==> src/rtl/core/srpg_pkg.sv <==
// Shared types and constants for the servo ramp profile generator.
// No dependencies; imported by the multiply/divide unit and the top level.
package srpg_pkg;

  localparam int PosW  = 12;
  localparam int SpdW  = 8;
  localparam int StepW = 9;
  localparam int QuarW = 10;
  localparam int ProdW = 18;

  localparam logic [1:0] OP_TICK   = 2'd0;
  localparam logic [1:0] OP_MOVE   = 2'd1;
  localparam logic [1:0] OP_ATTACH = 2'd2;
  localparam logic [1:0] OP_DETACH = 2'd3;

  localparam logic [SpdW-1:0] MIN_STEP_RESET = 8'd20;

  // Request into the shared multiply/divide unit: full * mult / divisor.
  typedef struct packed {
    logic             start;
    logic [SpdW-1:0]  full;
    logic [QuarW-1:0] mult;
    logic [QuarW-1:0] divisor;
  } mdu_req_t;

  // Completion status of the unit; quotient is valid while done is high.
  typedef struct packed {
    logic            done;
    logic [SpdW-1:0] quotient;
  } mdu_stat_t;

endpackage

==> src/rtl/core/srpg_mdu.sv <==
// Serial multiply-then-divide unit built around one shared add/subtract stage.
// Depends on srpg_pkg for the request and status structs.
module srpg_mdu (
  input  logic              clk,
  input  logic              rst,
  input  srpg_pkg::mdu_req_t  req,
  output srpg_pkg::mdu_stat_t stat
);
  import srpg_pkg::*;

  localparam logic [1:0] M_IDLE = 2'd0;
  localparam logic [1:0] M_MUL  = 2'd1;
  localparam logic [1:0] M_DIV  = 2'd2;
  localparam logic [1:0] M_DONE = 2'd3;

  logic [1:0]       mstate;
  logic [2:0]       cnt;
  logic [SpdW-1:0]  mcand;
  logic [QuarW-1:0] mplier;
  logic [ProdW-1:0] acc;
  logic [ProdW-2:0] dsh;
  logic [SpdW-1:0]  quo;

  logic [ProdW-1:0] opa;
  logic [ProdW-1:0] opb;
  logic             sub;
  logic [ProdW:0]   sum;

  // The one adder: shift-add while multiplying, trial subtract while dividing.
  always_comb begin
    if (mstate == M_DIV) begin
      opa = acc;
      opb = {1'b0, dsh};
      sub = 1'b1;
    end else begin
      opa = {acc[ProdW-2:0], 1'b0};
      opb = mcand[SpdW-1] ? {{(ProdW-QuarW){1'b0}}, mplier} : '0;
      sub = 1'b0;
    end
    sum = {1'b0, opa} + {1'b0, (sub ? ~opb : opb)} + {{ProdW{1'b0}}, sub};
  end

  always_ff @(posedge clk) begin
    if (rst) begin
      mstate <= M_IDLE;
      cnt    <= '0;
    end else begin
      unique case (mstate)
        M_IDLE: begin
          if (req.start) begin
            mcand  <= req.full;
            mplier <= req.mult;
            dsh    <= {req.divisor, 7'd0};
            acc    <= '0;
            cnt    <= '0;
            mstate <= M_MUL;
          end
        end
        M_MUL: begin
          acc   <= sum[ProdW-1:0];
          mcand <= {mcand[SpdW-2:0], 1'b0};
          cnt   <= cnt + 3'd1;
          if (cnt == 3'd7) begin
            mstate <= M_DIV;
          end
        end
        M_DIV: begin
          // Carry out set means no borrow: the shifted divisor fits.
          if (sum[ProdW]) begin
            acc <= sum[ProdW-1:0];
          end
          quo <= {quo[SpdW-2:0], sum[ProdW]};
          dsh <= {1'b0, dsh[ProdW-2:1]};
          cnt <= cnt + 3'd1;
          if (cnt == 3'd7) begin
            mstate <= M_DONE;
          end
        end
        M_DONE: begin
          mstate <= M_IDLE;
        end
        default: begin
          mstate <= M_IDLE;
        end
      endcase
    end
  end

  assign stat.done     = (mstate == M_DONE);
  assign stat.quotient = quo;

endmodule

==> src/rtl/core/servo_ramp_profile_generator.sv <==
// Top level of the servo ramp profile generator: sequencer and channel state.
// Depends on srpg_pkg and instantiates srpg_mdu.
//
// Each accepted item (tick, move, attach or detach on one channel) produces
// exactly one result item describing that channel afterward. Items are handled
// one at a time. A move, attach or detach, or a tick on an idle or detached
// channel, goes from capture through evaluation straight to the apply step,
// which loads the result register. A tick in the middle of the travel adds a
// phase decision step before apply. A tick that falls in the first or last
// quarter of the travel scales the step with one serial multiply followed by
// one serial restoring divide on a shared adder, and the sequencer waits for
// the unit to finish before apply. The result register lets the next item be
// accepted while a finished result still waits to be taken; that next item
// then waits in its last step until the result is taken. The min_step register
// is written through its own channel, which is ready whenever the block is out
// of reset.
module servo_ramp_profile_generator #(
  parameter int CHANNELS = 2
) (
  input  logic        clk,
  input  logic        rst,
  input  logic        cfg_valid,
  output logic        cfg_ready,
  input  logic [7:0]  min_step,
  input  logic        in_valid,
  output logic        in_ready,
  input  logic [1:0]  opcode,
  input  logic        channel,
  input  logic [7:0]  speed,
  input  logic [11:0] target,
  output logic        out_valid,
  input  logic        out_ready,
  output logic        out_channel,
  output logic [11:0] position,
  output logic        position_changed,
  output logic        arrived,
  output logic        is_attached,
  output logic        is_moving
);
  import srpg_pkg::*;

  localparam int IdxW = (CHANNELS > 1) ? $clog2(CHANNELS) : 1;

  localparam logic [2:0] S_IDLE  = 3'd0;
  localparam logic [2:0] S_EVAL  = 3'd1;
  localparam logic [2:0] S_PHASE = 3'd2;
  localparam logic [2:0] S_MDU   = 3'd3;
  localparam logic [2:0] S_APPLY = 3'd4;

  // Per-channel state.
  logic [PosW-1:0]         cur_arr   [CHANNELS];
  logic [PosW-1:0]         goal_arr  [CHANNELS];
  logic signed [StepW-1:0] step_arr  [CHANNELS];
  logic [PosW-1:0]         start_arr [CHANNELS];
  logic                    att_arr   [CHANNELS];
  logic                    mov_arr   [CHANNELS];

  logic [SpdW-1:0] step_floor;
  logic [2:0]      state;

  // Working copy of the item and of its channel's state.
  logic [1:0]              op;
  logic                    ch;
  logic [IdxW-1:0]         idx;
  logic                    ok;
  logic [SpdW-1:0]         spd;
  logic [PosW-1:0]         tgt;
  logic [PosW-1:0]         cur;
  logic [PosW-1:0]         goal;
  logic signed [StepW-1:0] step;
  logic [PosW-1:0]         start;
  logic                    att;
  logic                    mov;
  logic [PosW-1:0]         gap;
  logic                    up;
  logic                    act;
  logic [PosW-1:0]         tdist;
  logic                    tdown;
  logic                    tsame;
  logic [SpdW-1:0]         mag;

  logic [IdxW-1:0] idx_in;
  logic            ok_in;
  logic            in_fire;
  logic            apply_fire;

  mdu_req_t  req;
  mdu_stat_t stat;

  logic [QuarW-1:0] quar;
  logic [SpdW-1:0]  full;
  logic [StepW-1:0] step_neg;
  logic [PosW:0]    dist_q_sum;
  logic [PosW-1:0]  covered;

  logic [SpdW-1:0]         ms;
  logic [SpdW-1:0]         magc;
  logic                    reach;
  logic [PosW-1:0]         np;
  logic [PosW-1:0]         n_cur;
  logic [PosW-1:0]         n_goal;
  logic signed [StepW-1:0] n_step;
  logic [PosW-1:0]         n_start;
  logic                    n_att;
  logic                    n_mov;
  logic                    n_arr;
  logic                    n_chg;

  logic [IdxW-1:0] out_idx;

  assign cfg_ready  = !rst;
  assign in_ready   = (state == S_IDLE) && !rst;
  assign in_fire    = in_valid && in_ready;
  assign apply_fire = (state == S_APPLY) && (!out_valid || out_ready);
  assign idx_in     = IdxW'(channel);
  assign ok_in      = (int'(channel) < CHANNELS);
  assign out_idx    = IdxW'(out_channel);

  // Phase decision: quarter of the travel, full step magnitude and the
  // distance already covered, all from the captured channel state.
  always_comb begin
    quar       = start[PosW-1:2];
    step_neg   = -step;
    full       = step[StepW-1] ? step_neg[SpdW-1:0] : step[SpdW-1:0];
    dist_q_sum = {1'b0, gap} + {3'd0, quar};
    covered    = (start > gap) ? (start - gap) : '0;

    req.start   = 1'b0;
    req.full    = full;
    req.divisor = quar;
    req.mult    = gap[QuarW-1:0];
    if (state == S_PHASE && quar != '0) begin
      if (gap < {2'd0, quar}) begin
        req.start = 1'b1;
      end else if (dist_q_sum > {1'b0, start}) begin
        req.start = 1'b1;
        req.mult  = covered[QuarW-1:0];
      end
    end
  end

  srpg_mdu u_mdu (
    .clk  (clk),
    .rst  (rst),
    .req  (req),
    .stat (stat)
  );

  // Next channel state and result flags for the item being finished.
  always_comb begin
    ms    = (step_floor == '0) ? 8'd1 : step_floor;
    magc  = (mag < ms) ? ms : mag;
    reach = ({4'd0, magc} >= gap);
    if (reach) begin
      np = goal;
    end else if (up) begin
      np = cur + {4'd0, magc};
    end else begin
      np = cur - {4'd0, magc};
    end

    n_cur   = cur;
    n_goal  = goal;
    n_step  = step;
    n_start = start;
    n_att   = att;
    n_mov   = mov;
    n_arr   = 1'b0;
    n_chg   = 1'b0;
    unique case (op)
      OP_TICK: begin
        if (act) begin
          n_cur = np;
          n_chg = 1'b1;
          if (reach) begin
            n_arr = 1'b1;
            n_mov = 1'b0;
          end
        end
      end
      OP_MOVE: begin
        n_goal = tgt;
        n_att  = 1'b1;
        if (tsame) begin
          n_arr = 1'b1;
          n_mov = 1'b0;
        end else begin
          n_step  = tdown ? -$signed({1'b0, spd}) : $signed({1'b0, spd});
          n_start = tdist;
          n_mov   = 1'b1;
        end
      end
      OP_ATTACH: begin
        n_att = 1'b1;
      end
      OP_DETACH: begin
        n_att = 1'b0;
        n_mov = 1'b0;
      end
      default: begin
        n_att = att;
      end
    endcase
  end

  always_ff @(posedge clk) begin
    if (rst) begin
      state      <= S_IDLE;
      out_valid  <= 1'b0;
      step_floor <= MIN_STEP_RESET;
      for (int i = 0; i < CHANNELS; i++) begin
        cur_arr[i]   <= '0;
        goal_arr[i]  <= '0;
        step_arr[i]  <= '0;
        start_arr[i] <= '0;
        att_arr[i]   <= 1'b0;
        mov_arr[i]   <= 1'b0;
      end
    end else begin
      if (cfg_valid && cfg_ready) begin
        step_floor <= min_step;
      end
      // A result taken at the same edge that a new one is loaded stays valid.
      if (out_valid && out_ready && !apply_fire) begin
        out_valid <= 1'b0;
      end

      unique case (state)
        S_IDLE: begin
          if (in_fire) begin
            op    <= opcode;
            ch    <= channel;
            idx   <= idx_in;
            ok    <= ok_in;
            spd   <= speed;
            tgt   <= target;
            cur   <= cur_arr[idx_in];
            goal  <= goal_arr[idx_in];
            step  <= step_arr[idx_in];
            start <= start_arr[idx_in];
            att   <= att_arr[idx_in];
            mov   <= mov_arr[idx_in];
            state <= S_EVAL;
          end
        end
        S_EVAL: begin
          gap   <= (cur > goal) ? (cur - goal) : (goal - cur);
          up    <= (goal > cur);
          act   <= att && (cur != goal);
          tdist <= (tgt > cur) ? (tgt - cur) : (cur - tgt);
          tdown <= (tgt < cur);
          tsame <= (tgt == cur);
          if (op == OP_TICK && att && cur != goal) begin
            state <= S_PHASE;
          end else begin
            state <= S_APPLY;
          end
        end
        S_PHASE: begin
          if (req.start) begin
            state <= S_MDU;
          end else begin
            mag   <= full;
            state <= S_APPLY;
          end
        end
        S_MDU: begin
          if (stat.done) begin
            mag   <= stat.quotient;
            state <= S_APPLY;
          end
        end
        S_APPLY: begin
          if (apply_fire) begin
            out_valid   <= 1'b1;
            out_channel <= ch;
            if (ok) begin
              cur_arr[idx]     <= n_cur;
              goal_arr[idx]    <= n_goal;
              step_arr[idx]    <= n_step;
              start_arr[idx]   <= n_start;
              att_arr[idx]     <= n_att;
              mov_arr[idx]     <= n_mov;
              position         <= n_cur;
              position_changed <= n_chg;
              arrived          <= n_arr;
              is_attached      <= n_att;
              is_moving        <= n_mov;
            end else begin
              position         <= '0;
              position_changed <= 1'b0;
              arrived          <= 1'b0;
              is_attached      <= 1'b0;
              is_moving        <= 1'b0;
            end
            state <= S_IDLE;
          end
        end
        default: begin
          state <= S_IDLE;
        end
      endcase
    end
  end

  // The divide unit only finishes while the sequencer is waiting for it.
  a_done_in_mdu: assert property (@(posedge clk) disable iff (rst)
    stat.done |-> (state == S_MDU))
    else $error("divide unit finished outside its wait state");

  // A scaled step never exceeds the full step of the move.
  a_quot_bound: assert property (@(posedge clk) disable iff (rst)
    stat.done |-> (stat.quotient <= full))
    else $error("scaled step larger than full step");

  // A reported arrival leaves the channel sitting exactly on its goal.
  a_arrive_on_goal: assert property (@(posedge clk) disable iff (rst)
    (out_valid && arrived) |-> (position == goal_arr[out_idx]))
    else $error("arrival reported away from the goal");

endmodule

==> config.mk <==
export PLATFORM = sky130hd
export DESIGN_NAME = servo_ramp_profile_generator
export DESIGN_NICKNAME = d
export VERILOG_FILES = /design/src/rtl/core/srpg_pkg.sv /design/src/rtl/core/srpg_mdu.sv /design/src/rtl/core/servo_ramp_profile_generator.sv
export SDC_FILE = /design/constraint.sdc
export NUM_CORES = 1
export LEC_CHECK = 0
export ABC_AREA = 1
export BUFFER_PORTS_ARGS = -buffer_cell sky130_fd_sc_hd__buf_2
export CAP_MARGIN = 10
export CORE_UTILIZATION = 60
export CTS_CLUSTER_SIZE = 25
export DETAILED_ROUTE_END_ITERATION = 10
export PLACE_DENSITY_LB_ADDON = 0.08
export SYNTH_ARGS = -nofsm -noshare
export SYNTH_HDL_FRONTEND = slang
export SYNTH_SLANG_ARGS = --single-unit
==> constraint.sdc <==
create_clock -name clk -period 5.4 [get_ports clk]
set_input_delay 0.54 -clock clk [delete_from_list [all_inputs] [get_ports clk]]
set_output_delay 0.54 -clock clk [all_outputs]
set_load 0.03 [all_outputs]
# Yosys cells after proc, flatten, opt, wreduce, memory -nomap -nowiden

Memory sizes are Yosys's and may differ from the RTL's. A register that Yosys moved wholly into a read port is not among the register bits.
Index checks and enable logic that the tools add are counted.

Magnitude comparators: 9
Bitwise operators: 2
Equality and inequality tests: 21
Reduce and logical (&&, ||, !) cells: 44
Divide/modulo/power cells: 0
Add/sub/neg operators: 13
Shifts and indexed selects: 0
Multiplexer cells: 86
Multiply operators: 0

Operators by type and width:

| kind                                                          | number |
|---|---|
| 12-bit 2-to-1 mux                                             | 12 |
| 18-bit 2-to-1 mux                                             | 5 |
| 18-bit case mux with 3 select lines                           | 1 |
| 10-bit 2-to-1 mux                                             | 5 |
| 12-bit greater-than comparator                                | 4 |
| 8-bit 2-to-1 mux                                              | 6 |
| 12-bit subtractor                                             | 4 |
| 9-bit 2-to-1 mux                                              | 4 |
| 12-bit OR reduction                                           | 3 |
| 1-bit 2-to-1 mux                                              | 34 |
| 17-bit case mux with 2 select lines                           | 1 |
| 8-bit case mux with 2 select lines                            | 2 |
| 3-bit AND reduction                                           | 7 |
| 18-bit by 18-bit adder with 19-bit output                     | 1 |
| 19-bit by 1-bit adder with 19-bit output                      | 1 |
| 3-bit 2-to-1 mux                                              | 6 |
| 18-bit NOT                                                    | 1 |
| 17-bit 2-to-1 mux                                             | 1 |
| 3-bit case mux with 5 select lines                            | 1 |
| 12-bit by 10-bit adder with 13-bit output                     | 1 |
| 13-bit by 12-bit greater-than comparator with 1-bit output    | 1 |
| 12-bit by 8-bit adder with 12-bit output                      | 1 |
| 12-bit == test                                                | 1 |
| 8-bit by 12-bit greater-or-equal comparator with 1-bit output | 1 |
| 36 further kinds                                              | 71 |

Logic and storage cells: 208
Register bits after elaboration: 154
Bits in read-only memories: 0
Memories: 6
Output and inout bits: 20
Input bits: 36
RAM bits: 94
Bits in latches: 0

Memories:

| memory    | words | width | rd ports | clocked after memory_dff | write ports | line                               | text |
|---|---|---|---|---|---|---|---|
| cur_arr   | 2     | 12    | 1        | 1                        | 2           | servo_ramp_profile_generator.sv:51 | `logic [PosW-1:0] cur_arr [CHANNELS];` |
| goal_arr  | 2     | 12    | 1        | 1                        | 2           | servo_ramp_profile_generator.sv:52 | `logic [PosW-1:0] goal_arr [CHANNELS];` |
| start_arr | 2     | 12    | 1        | 1                        | 2           | servo_ramp_profile_generator.sv:54 | `logic [PosW-1:0] start_arr [CHANNELS];` |
| step_arr  | 2     | 9     | 1        | 1                        | 2           | servo_ramp_profile_generator.sv:53 | `logic signed [StepW-1:0] step_arr [CHANNELS];` |
| att_arr   | 2     | 1     | 1        | 1                        | 2           | servo_ramp_profile_generator.sv:55 | `logic att_arr [CHANNELS];` |
| mov_arr   | 2     | 1     | 1        | 1                        | 2           | servo_ramp_profile_generator.sv:56 | `logic mov_arr [CHANNELS];` |

# Logic depth before layout (Yosys ltp)

Word-level depth: 10
Gate-level depth with buffers: 34
Depth with buffers taken out: 33

# Hierarchy

Synthesis repeated with hierarchy kept, for this count alone.

Cell total of the unflattened synthesis: 1,860
Area, all modules: 17,722.0 µm²

By module, submodules not included:

| module                       | sequential area each (µm²) | area each (µm²) | times used | cells an instance |
|---|---|---|---|---|
| servo_ramp_profile_generator | 6,756.5                    | 13,761.9        | 1          | 1,400 |
| srpg_mdu                     | 1,931.9                    | 3,960.0         | 1          | 460 |

# Least setup slack after synthesis

Ideal clock, no wire load.

Path type: register to register
From: reg start[3], read port of start_arr
To: reg u_mdu.acc[0] (enable)
Stages on the path, launching flop included: 27
Clock period less this slack: 5.013 ns
Required time: 4.979 ns
Data arrival time: 4.592 ns
Path slack: 0.387 ns
Path buffers: 0
Library setup time: 0.421 ns
Path through: edfxtp_1 inv_1 ha_1 inv_1 nand3_1 and2_1 nor2_1 nor2_1 o21bai_1 a21oi_1 o21bai_1 a21oi_1 o21bai_1 nand2_1 a21oi_1 xor2_1 inv_1 ha_1 nand2_1 nor4_1 nand2_1 a22oi_2 nand2_1 nand2_2 nand2_2 nand2_1 a211oi_1

Word-level cells in the longest chain between the ends: 7
Elaborated cells between the ends (all ways): 10
Classes of those cells: 1 x add/sub; 2 x order compare; 1 x eq/ne; 3 x mux; 3 x reduce/logical

Ends and longest elaborated chain:

| element                                                    | line                                | text |
|---|---|---|
| start, declared                                            | servo_ramp_profile_generator.sv:71  | `logic [PosW-1:0] start;` |
| 12-bit by 10-bit adder with 13-bit output                  | servo_ramp_profile_generator.sv:125 | `dist_q_sum = {1'b0, gap} + {3'd0, quar};` |
| 13-bit by 12-bit greater-than comparator with 1-bit output | servo_ramp_profile_generator.sv:135 | `end else if (dist_q_sum > {1'b0, start}) begin` |
| 1-bit 2-to-1 mux                                           | servo_ramp_profile_generator.sv:135 |  |
| 1-bit 2-to-1 mux                                           | servo_ramp_profile_generator.sv:133 | `if (gap < {2'd0, quar}) begin` |
| 1-bit 2-to-1 mux *                                         | servo_ramp_profile_generator.sv:132 | `if (state == S_PHASE && quar != '0) begin` |
| 2-bit inequality test (no line) *                          | n/a                                 |  |
| 4-bit AND reduction (no line) *                            | n/a                                 |  |
| end signal, assigned                                       | srpg_mdu.sv:60                      | `acc <= sum[ProdW-1:0];` |
| end signal, assigned                                       | srpg_mdu.sv:70                      | `acc <= sum[ProdW-1:0];` |
| end, declared                                              | srpg_mdu.sv:20                      | `logic [ProdW-1:0] acc;` |

Mark *: on every way between the ends. The rest lies on a longest branch, timed or not.
A chain may end at the register's enable or synchronous reset.

# Worst setup path in the final report

From: reg start[3], read port of start_arr
To: reg u_mdu.acc[8] (enable)

The elaborated chain is that of the path after synthesis.

==> flow_summary.toml <==
[setup_path]
cp_max_fo = 18
worstPathArrival_ns = 4.90
critical_path_class = "register to register"
cpMaxStageDelayCell = "sky130_fd_sc_hd__edfxtp_1"
timing.critical_path.slowest_cell_delay_ns = 0.46
critPathRequiredTime_ns = 5.71
type_of_element_launching_the_critical_path = "register"
timing.critical_path.mode_cell = "sky130_fd_sc_hd__nand2_1"
endpoint_kind = "register"

[routing]
number_of_optimization_iterations_in_the_first_detailed_route_pass = 5
post_drt_via_cell_ratio = 5.64
drc_errors = 0
initialDrtViolationCount = 1022
wl_per_cell_um = 18.5
routed_wl_mm = 42.1
antenna_left = 0
vias = 12800

[clock_network]
ctsHoldBuffers = 0
clk_transition_reported_paths_ns = 0.07
clock_tree_from_tritoncts = "yes"
cts.sinks = 295
htree_num_levels = 1
postCtsSetupBuffers = 0
ctsResizeCount = 0
clock-root-buffer = "sky130_fd_sc_hd__clkbuf_16"
numCtsBuffers = 31
insertion_delay_ns = 0.57
cts-root-to-sink-buffers = 3

[timing]
maxSlewHeadroom_pct = 26.1
final_hold_viol_count = 0
timing.final.crit_period_ns = 4.59
slew_limit_fails = 0
skew_ns = 0.0143
timing_worst_slew_pin_value_ns = 1.11
setup_viol_count_final = 0
grt_setup_unrepaired = "false"
setup_tns_ns = 0
worst_hold_check_slack_ns = 0.139
max_freq_ghz = 0.218
layout_worst_path_cycle_share_pct = 85.0

[floorplan]
floorplan.initialDensity_pct = 61.7
floorplan.io_pins = 56
floorplan.rows = 61
chipWidth_um = 172
fp.dieArea_um2 = 29600
die_h_um = 172
fp.coreArea_um2 = 28100

[yosys]
syn_inst = 1817
synth-main-ff-cell = "sky130_fd_sc_hd__edfxtp_1"
postSynthAreaPerCell_um2 = 9.54
seq_area_frac_synth_pct = 50.1
synthMostInstantiatedCell = "sky130_fd_sc_hd__nand2_1"
leading_cell_types_by_total_area_after_synthesis = "sky130_fd_sc_hd__edfxtp_1, sky130_fd_sc_hd__ha_1, sky130_fd_sc_hd__nand2_1"
synth_largest_type_area_fraction_pct = 48.2
synth_top_cell_by_area = "sky130_fd_sc_hd__edfxtp_1"
yosysWarningCount = 0
number_of_synthesized_flops_with_an_enable_pin = 278
async_set_or_reset_register_ratio_after_synthesis_pct = 0
mappedNetlistNets = 2007
netlist-cell-type-count = 47
ys_seq_elements = 295
netlist_top_cells_count = "sky130_fd_sc_hd__nand2_1, sky130_fd_sc_hd__edfxtp_1, sky130_fd_sc_hd__inv_1, sky130_fd_sc_hd__nor2_1, sky130_fd_sc_hd__ha_1"
post_synth_instance_area_um2 = 17300

[pwr]
power.static_leakage_nw = 8.43
power_density_nw_per_um2 = 390
peakVddDrop_mv = 0.319
finalPower_mw = 7.48

[global_route]
total_grt_overflow = 0
gr-usage-all-layers_pct = 29.2
number_of_antenna_violations_at_the_first_check_in_global_routing = 0
grt_pass1_wl_mm = 66.0
first_global_vias = 12300
pin_count_of_the_biggest_net_entering_global_routing = 72

[finish]
fillers = 2277
antennaDiodeCount = 0
flow.area_growth_from_synthesis_pct = 10.7
nNetsFinal = 2063
post_route_cells_drive_above_1_share_pct = 10.7
stdcell_area_um2 = 19200

[place]
post_placement_cell_area_um2 = 18000
buffer_ports.inserted = 55
gp_congestion = 0.957
place.detailed.hpwl_mm = 30.6

[run]
timing.max_cap.violations = 0

[min_path]
worst_hold_path_type = "primary input to register"

[status]
run_status = "complete, no violations"
cells by family (layout without fill, tap and decap cells):
family	Yosys count	count (layout)	synth area share, %
simple gates	604	604	14.0
fa+ha+maj	154	154	11.5
xor+xnor	57	57	2.88
mux	54	54	3.46
compound gates	363	363	11.7
flops	295	295	50.1
buf+inv	290	371	6.35
cell usage in the layout, fill, tap and decap left out, types with 43 or more instances in the layout:
master / count
sky130_fd_sc_hd__nand2_1: 319
sky130_fd_sc_hd__edfxtp_1: 278
sky130_fd_sc_hd__inv_1: 233
sky130_fd_sc_hd__nor2_1: 192
sky130_fd_sc_hd__ha_1: 146
sky130_fd_sc_hd__a21oi_1: 141
sky130_fd_sc_hd__o21ai_0: 125
sky130_fd_sc_hd__buf_2: 55
sky130_fd_sc_hd__mux2_2: 47
sky130_fd_sc_hd__xor2_1: 43
registers in the layout, summed over array words and instances, names as in the netlist, 17 cells and up:
name and cells:
cur_arr 24, goal_arr 24, start_arr 24, step_arr 18
u_mdu.acc 18, u_mdu.dsh 17
cell type report:
class                      count  area [µm²]  share of cell area, %
multi-input combinational   1232        7570                   39.5
tap                          378         473                   2.47
sequential                   295        8690                   45.3
timing repair buffer          69         380                   1.98
clock inverter                23         368                   1.92
clock buffer                  35         791                   4.12
inverter                     244         916                   4.77
power breakdown:
part	leakage, nW	internal [mW]	switching (mW)	total [mW]
registers	2.81	2.81	0.109	2.92
clock network	0.555	1.49	0.913	2.40
logic	5.07	0.699	1.46	2.15
metrics by stage:
stage / setup slack, ns / utilization [%] / instances
after floorplan: 0.387 / - / 1817
after global placement: 0.956 / 64.2 / 2218
after detailed placement: 0.891 / 64.2 / 2218
after CTS: 0.851 / 68.3 / 2276
after global routing: 0.338 / 68.3 / 2276
final: 0.813 / 68.3 / 2276
per-layer routing:
layer  GRT usage [%]  share of wire, %  vias up
li1                -                 -     6303
met3            3.50               6.3       82
met5               0                 0        -
met4            8.81               2.7        0
met2            48.5                47      450
met1            40.2                44     5999
final timing paths:
kind                     start           end  slack (ns)  cells after the start
setup / recovery      start[3]  u_mdu.acc[8]        0.81                     27
hold / removal        speed[3]        spd[3]        0.14                      1
setup reg to reg      start[3]  u_mdu.acc[8]        0.81                     27
hold reg to reg   u_mdu.quo[4]  u_mdu.quo[5]        0.47                      0
critical path: cells and delay by family (launching register included):
kind / cells / cell delay, ns
compound gates: 8 / 1.27
xor+xnor: 1 / 0.17
fa+ha+maj: 2 / 0.54
buf+inv: 4 / 0.56
flops: 1 / 0.46
simple gates: 12 / 1.30
Power figures use the tool's default switching activity.
